**config.mk**
```make
export PLATFORM = sky130hd
export DESIGN_NAME = aes256_key_expansion_unit
export DESIGN_NICKNAME = d
export VERILOG_FILES = /design/src/design/aeskx_pkg.sv /design/src/design/aes256_key_expansion_unit.sv /design/src/design/aeskx_sub_word.sv /design/src/design/aeskx_next_words.sv
export SDC_FILE = /design/constraint.sdc
export NUM_CORES = 1
export LEC_CHECK = 0
export ABC_AREA = 1
export ABC_CLOCK_PERIOD_IN_PS = 11720
export BUFFER_PORTS_ARGS = -buffer_cell sky130_fd_sc_hd__buf_2
export CAP_MARGIN = 20
export CORE_MARGIN = 8
export CORE_UTILIZATION = 40
export DETAILED_ROUTE_END_ITERATION = 6
export PLACE_DENSITY_LB_ADDON = 0.1
export SYNTH_ARGS = -nofsm -noshare
export SYNTH_HDL_FRONTEND = slang
export SYNTH_SLANG_ARGS = --single-unit
```
**constraint.sdc**
```tcl
create_clock -name clk -period 11.72 [get_ports clk]
set_clock_uncertainty 0.05 [all_clocks]
set_input_delay 1.172 -clock clk [delete_from_list [all_inputs] [get_ports clk]]
set_output_delay 1.172 -clock clk [all_outputs]
set_load 0.05 [all_outputs]
```
**src/design/aeskx_pkg.sv**
```systemverilog
// aeskx_pkg: types and constants shared by the aes-256 key expansion unit
// holds the key and round key transaction structs, the s-box and round constant helper
// no dependencies

package aeskx_pkg;

	localparam int unsigned NumRounds = 15;
	localparam logic [3:0] LastRound = 4'(NumRounds - 1);

	typedef struct packed {
		logic [63:0] key_word_0;
		logic [63:0] key_word_1;
		logic [63:0] key_word_2;
		logic [63:0] key_word_3;
	} key_t;

	typedef struct packed {
		logic [3:0]  round_index;
		logic [63:0] round_key_hi;
		logic [63:0] round_key_lo;
		logic        last;
	} round_key_t;

	localparam logic [7:0] SBOX [0:255] = '{
		8'h63,8'h7c,8'h77,8'h7b,8'hf2,8'h6b,8'h6f,8'hc5,8'h30,8'h01,8'h67,8'h2b,8'hfe,8'hd7,8'hab,8'h76,
		8'hca,8'h82,8'hc9,8'h7d,8'hfa,8'h59,8'h47,8'hf0,8'had,8'hd4,8'ha2,8'haf,8'h9c,8'ha4,8'h72,8'hc0,
		8'hb7,8'hfd,8'h93,8'h26,8'h36,8'h3f,8'hf7,8'hcc,8'h34,8'ha5,8'he5,8'hf1,8'h71,8'hd8,8'h31,8'h15,
		8'h04,8'hc7,8'h23,8'hc3,8'h18,8'h96,8'h05,8'h9a,8'h07,8'h12,8'h80,8'he2,8'heb,8'h27,8'hb2,8'h75,
		8'h09,8'h83,8'h2c,8'h1a,8'h1b,8'h6e,8'h5a,8'ha0,8'h52,8'h3b,8'hd6,8'hb3,8'h29,8'he3,8'h2f,8'h84,
		8'h53,8'hd1,8'h00,8'hed,8'h20,8'hfc,8'hb1,8'h5b,8'h6a,8'hcb,8'hbe,8'h39,8'h4a,8'h4c,8'h58,8'hcf,
		8'hd0,8'hef,8'haa,8'hfb,8'h43,8'h4d,8'h33,8'h85,8'h45,8'hf9,8'h02,8'h7f,8'h50,8'h3c,8'h9f,8'ha8,
		8'h51,8'ha3,8'h40,8'h8f,8'h92,8'h9d,8'h38,8'hf5,8'hbc,8'hb6,8'hda,8'h21,8'h10,8'hff,8'hf3,8'hd2,
		8'hcd,8'h0c,8'h13,8'hec,8'h5f,8'h97,8'h44,8'h17,8'hc4,8'ha7,8'h7e,8'h3d,8'h64,8'h5d,8'h19,8'h73,
		8'h60,8'h81,8'h4f,8'hdc,8'h22,8'h2a,8'h90,8'h88,8'h46,8'hee,8'hb8,8'h14,8'hde,8'h5e,8'h0b,8'hdb,
		8'he0,8'h32,8'h3a,8'h0a,8'h49,8'h06,8'h24,8'h5c,8'hc2,8'hd3,8'hac,8'h62,8'h91,8'h95,8'he4,8'h79,
		8'he7,8'hc8,8'h37,8'h6d,8'h8d,8'hd5,8'h4e,8'ha9,8'h6c,8'h56,8'hf4,8'hea,8'h65,8'h7a,8'hae,8'h08,
		8'hba,8'h78,8'h25,8'h2e,8'h1c,8'ha6,8'hb4,8'hc6,8'he8,8'hdd,8'h74,8'h1f,8'h4b,8'hbd,8'h8b,8'h8a,
		8'h70,8'h3e,8'hb5,8'h66,8'h48,8'h03,8'hf6,8'h0e,8'h61,8'h35,8'h57,8'hb9,8'h86,8'hc1,8'h1d,8'h9e,
		8'he1,8'hf8,8'h98,8'h11,8'h69,8'hd9,8'h8e,8'h94,8'h9b,8'h1e,8'h87,8'he9,8'hce,8'h55,8'h28,8'hdf,
		8'h8c,8'ha1,8'h89,8'h0d,8'hbf,8'he6,8'h42,8'h68,8'h41,8'h99,8'h2d,8'h0f,8'hb0,8'h54,8'hbb,8'h16
	};

	localparam logic [7:0] RconBase = 8'h01;

	// round constant for the words generated while round key r is emitted (r even)
	function automatic logic [7:0] rcon(input logic [3:0] round);
		return RconBase << round[3:1];
	endfunction

endpackage

```
**src/design/aes256_key_expansion_unit.sv**
```systemverilog
// aes256_key_expansion_unit: top level of the aes-256 key schedule
// depends on aeskx_pkg and aeskx_next_words

// A key is taken with start while busy is low. The unit then presents the 15 round keys,
// round 0 first, one per cycle on round_key with round_valid high, after the key has passed
// through window_q and round_key_q; round 14 carries last. The receiver cannot stall, so
// each round key is there for exactly one cycle. Each key occupies the unit while the schedule
// step derives four new words (four s-box lookups) per cycle; busy drops in the cycle the
// final round key is generated, so a new key may be taken then and its round keys follow
// the previous ones without a gap.

module aes256_key_expansion_unit import aeskx_pkg::*; (
	input  logic       clk,
	input  logic       arst_n,
	input  logic       start,
	output logic       busy,
	input  key_t       key,
	output logic       round_valid,
	output round_key_t round_key
);

	logic [255:0] window_q;
	logic [255:0] window_next;
	logic [3:0]   round_q;
	logic         active_q;
	logic         accept;
	logic         final_round;
	round_key_t   round_key_q;
	logic         round_valid_q;

	assign final_round = (round_q == LastRound);
	assign busy        = active_q && !final_round;
	assign accept      = start && !busy;

	aeskx_next_words u_next (
		.window      (window_q),
		.round       (round_q),
		.window_next (window_next)
	);

	always_ff @(posedge clk or negedge arst_n) begin
		if (!arst_n) begin
			active_q      <= 1'b0;
			round_q       <= '0;
			round_valid_q <= 1'b0;
		end else begin
			round_valid_q <= active_q;
			if (accept) begin
				active_q <= 1'b1;
				round_q  <= '0;
			end else if (active_q) begin
				active_q <= !final_round;
				round_q  <= final_round ? '0 : round_q + 4'd1;
			end
		end
	end

	always_ff @(posedge clk) begin
		if (accept) begin
			window_q <= {key.key_word_0, key.key_word_1, key.key_word_2, key.key_word_3};
		end else if (active_q) begin
			window_q <= window_next;
		end
		if (active_q) begin
			round_key_q.round_index  <= round_q;
			round_key_q.round_key_hi <= window_q[255:192];
			round_key_q.round_key_lo <= window_q[191:128];
			round_key_q.last         <= final_round;
		end
	end

	assign round_valid = round_valid_q;
	assign round_key   = round_key_q;

	a_first_round: assert property (@(posedge clk) disable iff (!arst_n)
		accept |-> ##2 (round_valid && round_key.round_index == '0))
		else $error("round 0 not emitted two cycles after key accept");

	a_rounds_in_order: assert property (@(posedge clk) disable iff (!arst_n)
		(round_valid && !round_key.last) |=>
			(round_valid && round_key.round_index == $past(round_key.round_index) + 4'd1))
		else $error("round keys not contiguous");

	a_last_flag: assert property (@(posedge clk) disable iff (!arst_n)
		(round_valid && round_key.last) |-> (round_key.round_index == LastRound))
		else $error("last flag on wrong round");

	a_busy_active: assert property (@(posedge clk) disable iff (!arst_n)
		busy |=> round_valid)
		else $error("busy without round key output");

endmodule

```
**src/design/aeskx_sub_word.sv**
```systemverilog
// aeskx_sub_word: applies the aes s-box to each byte of a 32-bit word
// depends on aeskx_pkg for the s-box table

module aeskx_sub_word import aeskx_pkg::*; (
	input  logic [31:0] word,
	output logic [31:0] subbed
);

	assign subbed = {SBOX[word[31:24]], SBOX[word[23:16]], SBOX[word[15:8]], SBOX[word[7:0]]};

endmodule

```
**src/design/aeskx_next_words.sv**
```systemverilog
// aeskx_next_words: one step of the aes-256 schedule, builds the next four words
// from an eight-word window; depends on aeskx_pkg and aeskx_sub_word

module aeskx_next_words import aeskx_pkg::*; (
	input  logic [255:0] window,
	input  logic [3:0]   round,
	output logic [255:0] window_next
);

	logic [31:0] w0, w1, w2, w3, w7;
	logic [31:0] sub_in, sub_out, mix;
	logic [31:0] n0, n1, n2, n3;

	assign w0 = window[255:224];
	assign w1 = window[223:192];
	assign w2 = window[191:160];
	assign w3 = window[159:128];
	assign w7 = window[31:0];

	// even round: new words start at a multiple of eight, so rotate and add rcon
	assign sub_in = round[0] ? w7 : {w7[23:0], w7[31:24]};

	aeskx_sub_word u_sub (
		.word   (sub_in),
		.subbed (sub_out)
	);

	assign mix = round[0] ? sub_out : (sub_out ^ {rcon(round), 24'h0});

	assign n0 = w0 ^ mix;
	assign n1 = w1 ^ n0;
	assign n2 = w2 ^ n1;
	assign n3 = w3 ^ n2;

	assign window_next = {window[127:0], n0, n1, n2, n3};

endmodule

```
==> metrics.txt <==
outcome=finished, final reports clean; post-synthesis sequential area ratio=0.3987; Top FF cell, synth=edfxtp_1; Crit Path Class=flop to flop; fin area=33420 µm²; most used routing layer in global routing=met2; max_cap viols=0; number of distinct library cells after synthesis=35; vias post-DR=~32000; CTS Buffer Depth=3; Post-Syn Area=29680 µm²; nets=4768; CP Launch Type=flop; DRT iter0 DRCs=4591; GRT overflow=0; fillers=a little under 8000; residual DRC count=0; # setup viols final=0; GRT Util Overall=0.2951; RSZ-0062 raised after global routing=false; largest net degree at the start of global routing=165; Final HPWL DP=90890 µm; share of cells above drive strength 1=0.1266; Ports=approximately 390; Area growth, synth to finish=12.61%; Post-Syn Nets=4547; first-pass GRT wire length=190600 µm; Worst setup EP type=flop; Detailed Route WL=129100 µm; wire length per cell=23.60 µm; sequential cell area=approximately 12000 µm²; vias in the first global route=29913; Die Ht=288.4 µm; Hold Violations, Final=0; CTS Buf Count=47; CTS tree=yes; root buffer cell=clkbuf_16; placed inst area=31950 µm²; Max Slew Vio Count=0; Reg clk slew, reported paths=0.06 ns; Mapped Cells=~4200; met3 usage=0.06277; Tcrit/Tclk final=0.4696; most frequent cells in the layout=nand2_1, nand3_1, buf_2; post_cts resized=0; Setup TNS Final=0 ns; Crit path arrival time=5.81 ns; routed vias/inst=5.922; Synth async-reset ratio=0.01519; hold crit path type=input pin to async pin; CTS Hold Bufs=0; Synth Register Bits=395; Die X=slightly below 300 µm; Sink Count=395; DR pass1 iterations=7; met1 Usage GRT=0.4005; Post-synth EDFFs=389; setup bufs post-CTS=0; f_max=0.1817 GHz; Ys Warns=0; Initial Util=0.4014; die area=83170 µm²; Mean Syn Cell Area=approximately 7.0 µm²; met2 GRT Util=0.4640; H-Tree Level Count=2; Buffers on Ports=393; fin util=0.4519; CP max FO=between 50 and 60; Worst EP required=12.02 ns; core box area=~74000 µm²; Slew @ Worst Pin=1.227 ns; Rows=100; Slew headroom=0.1820; initial antenna violation count=5; DRT antenna net count=0; GP Congestion=around 1.0; commonest non-fill, non-tap cell in the layout=nand2_1; Final min period=5.503 ns; latest clock arrival within the worst-skew pair=a little over 0.6 ns; area of the multi-input gates=15820 µm²
[Yosys cell counts (2+ instances only)]
library cell	instances	area share
nand2_2	36	0.0076
o211ai_1	9	0.0023
dfrtp_1	6	0.0051
nand3b_1	43	0.011
xnor2_1	2	0.00059
xor2_1	6	0.0018
or2_2	2	0.00042
nand4_1	3	0.00063
buf_2	93	0.016
o21ai_4	2	0.0011
nand2_1	1388	0.18
clkbuf_1	109	0.014
nand3_1	1370	0.23
o21ai_0	56	0.0094
clkinv_1	5	0.00063
a21oi_1	86	0.015
ha_1	50	0.021
edfxtp_1	389	0.39
buf_6	10	0.0038
o21ai_1	10	0.0017
buf_4	33	0.0083
buf_1	4	0.00051
inv_2	5	0.00063
inv_1	218	0.028
nand3_2	3	0.0010
buf_8	2	0.0010
a31oi_1	93	0.020
o21ai_2	13	0.0038
nor2_1	182	0.023
nand2_4	5	0.0019
[critical path: stages, from the launching register on]
cell and delay, ns:
dfrtp_4 0.65, buf_4 0.67, inv_2 0.43, nand2_1 0.18, nand2_1 0.35, inv_1 0.44, ha_1 0.40, nand3_1 0.45
nand3_1 0.34, nand3_1 0.19, nand3_1 0.15, nand3_1 0.08, nand3_1 0.12, nand2_1 0.08, nand2_1 0.09, nand2_1 0.06
nand2_1 0.11, nand2_1 0.08, nand2_1 0.08, nand3b_1 0.08, nand3_1 0.08, nand2_1 0.10
[kinds of logic after synthesis]
logic type / Yosys count / share of synthesized area
adders and majority gates: 50 / 0.02108
AOI/OAI and AO/OA: 273 / 0.05354
DFF: 395 / 0.3987
xor gates and xnor gates: 8 / 0.002361
buffers and inverters: 479 / 0.07196
and+or+nand+nor: 3033 / 0.4524
[layout make-up]
type                       count  area share
sequential                   395      0.3543
multi-input combinational   3364      0.4734
tap                          969     0.03628
clock inverter                28    0.007413
clock buffer                  58     0.03643
inverter                     228     0.02606
antenna                        3   0.0002246
timing repair buffer         423     0.06597
[per-stage QoR]
step           setup slack (ns)  instances  hold WS, ns
2_1_floorplan             2.544       4238       0.3764
3_3_place_gp              6.340       5379       0.3885
3_5_place_dp              6.308       5379       0.3963
4_1_cts                   6.292       5465       0.2955
5_1_grt                   5.789       5466       0.3271
6_report                  6.217       5468       0.3363
[flip-flops by register name, indices dropped and copies added (netlist names)]
name and cells:
active_q 1, round_key 133, round_q 4, round_valid 1, window_q 256
[path summary, 6_finish.rpt]
path                                          from                        to  slack [ns]  depth (start not counted)
max                         round_q[0]$_DFFE_PN0P_    window_q[11]$_DFFE_PP_        6.22                         21
min                                         arst_n     round_valid$_DFF_PN0_        0.34                          1
max reg2reg                 round_q[0]$_DFFE_PN0P_    window_q[11]$_DFFE_PP_        6.22                         21
min reg2reg                window_q[251]$_DFFE_PP_  round_key[124]$_DFFE_PP_        0.41                          0
max in group asynchronous                   arst_n        active_q$_DFF_PN0_       11.10                          1
min in group clk           window_q[251]$_DFFE_PP_  round_key[124]$_DFFE_PP_        0.41                          0
[per-layer routing]
| layer | wire length, µm | vias up |
|---|---|---|
| met5 | 27 | - |
| met4 | 5001 | 4 |
| met3 | 13730 | 312 |
| met2 | 57720 | 1956 |
| met1 | 52580 | 15096 |
| li1 | - | 15015 |
Power is left out: the tool's default activity adds up to more than one toggle a clock period on the data nets, which glitch-free logic cannot reach.
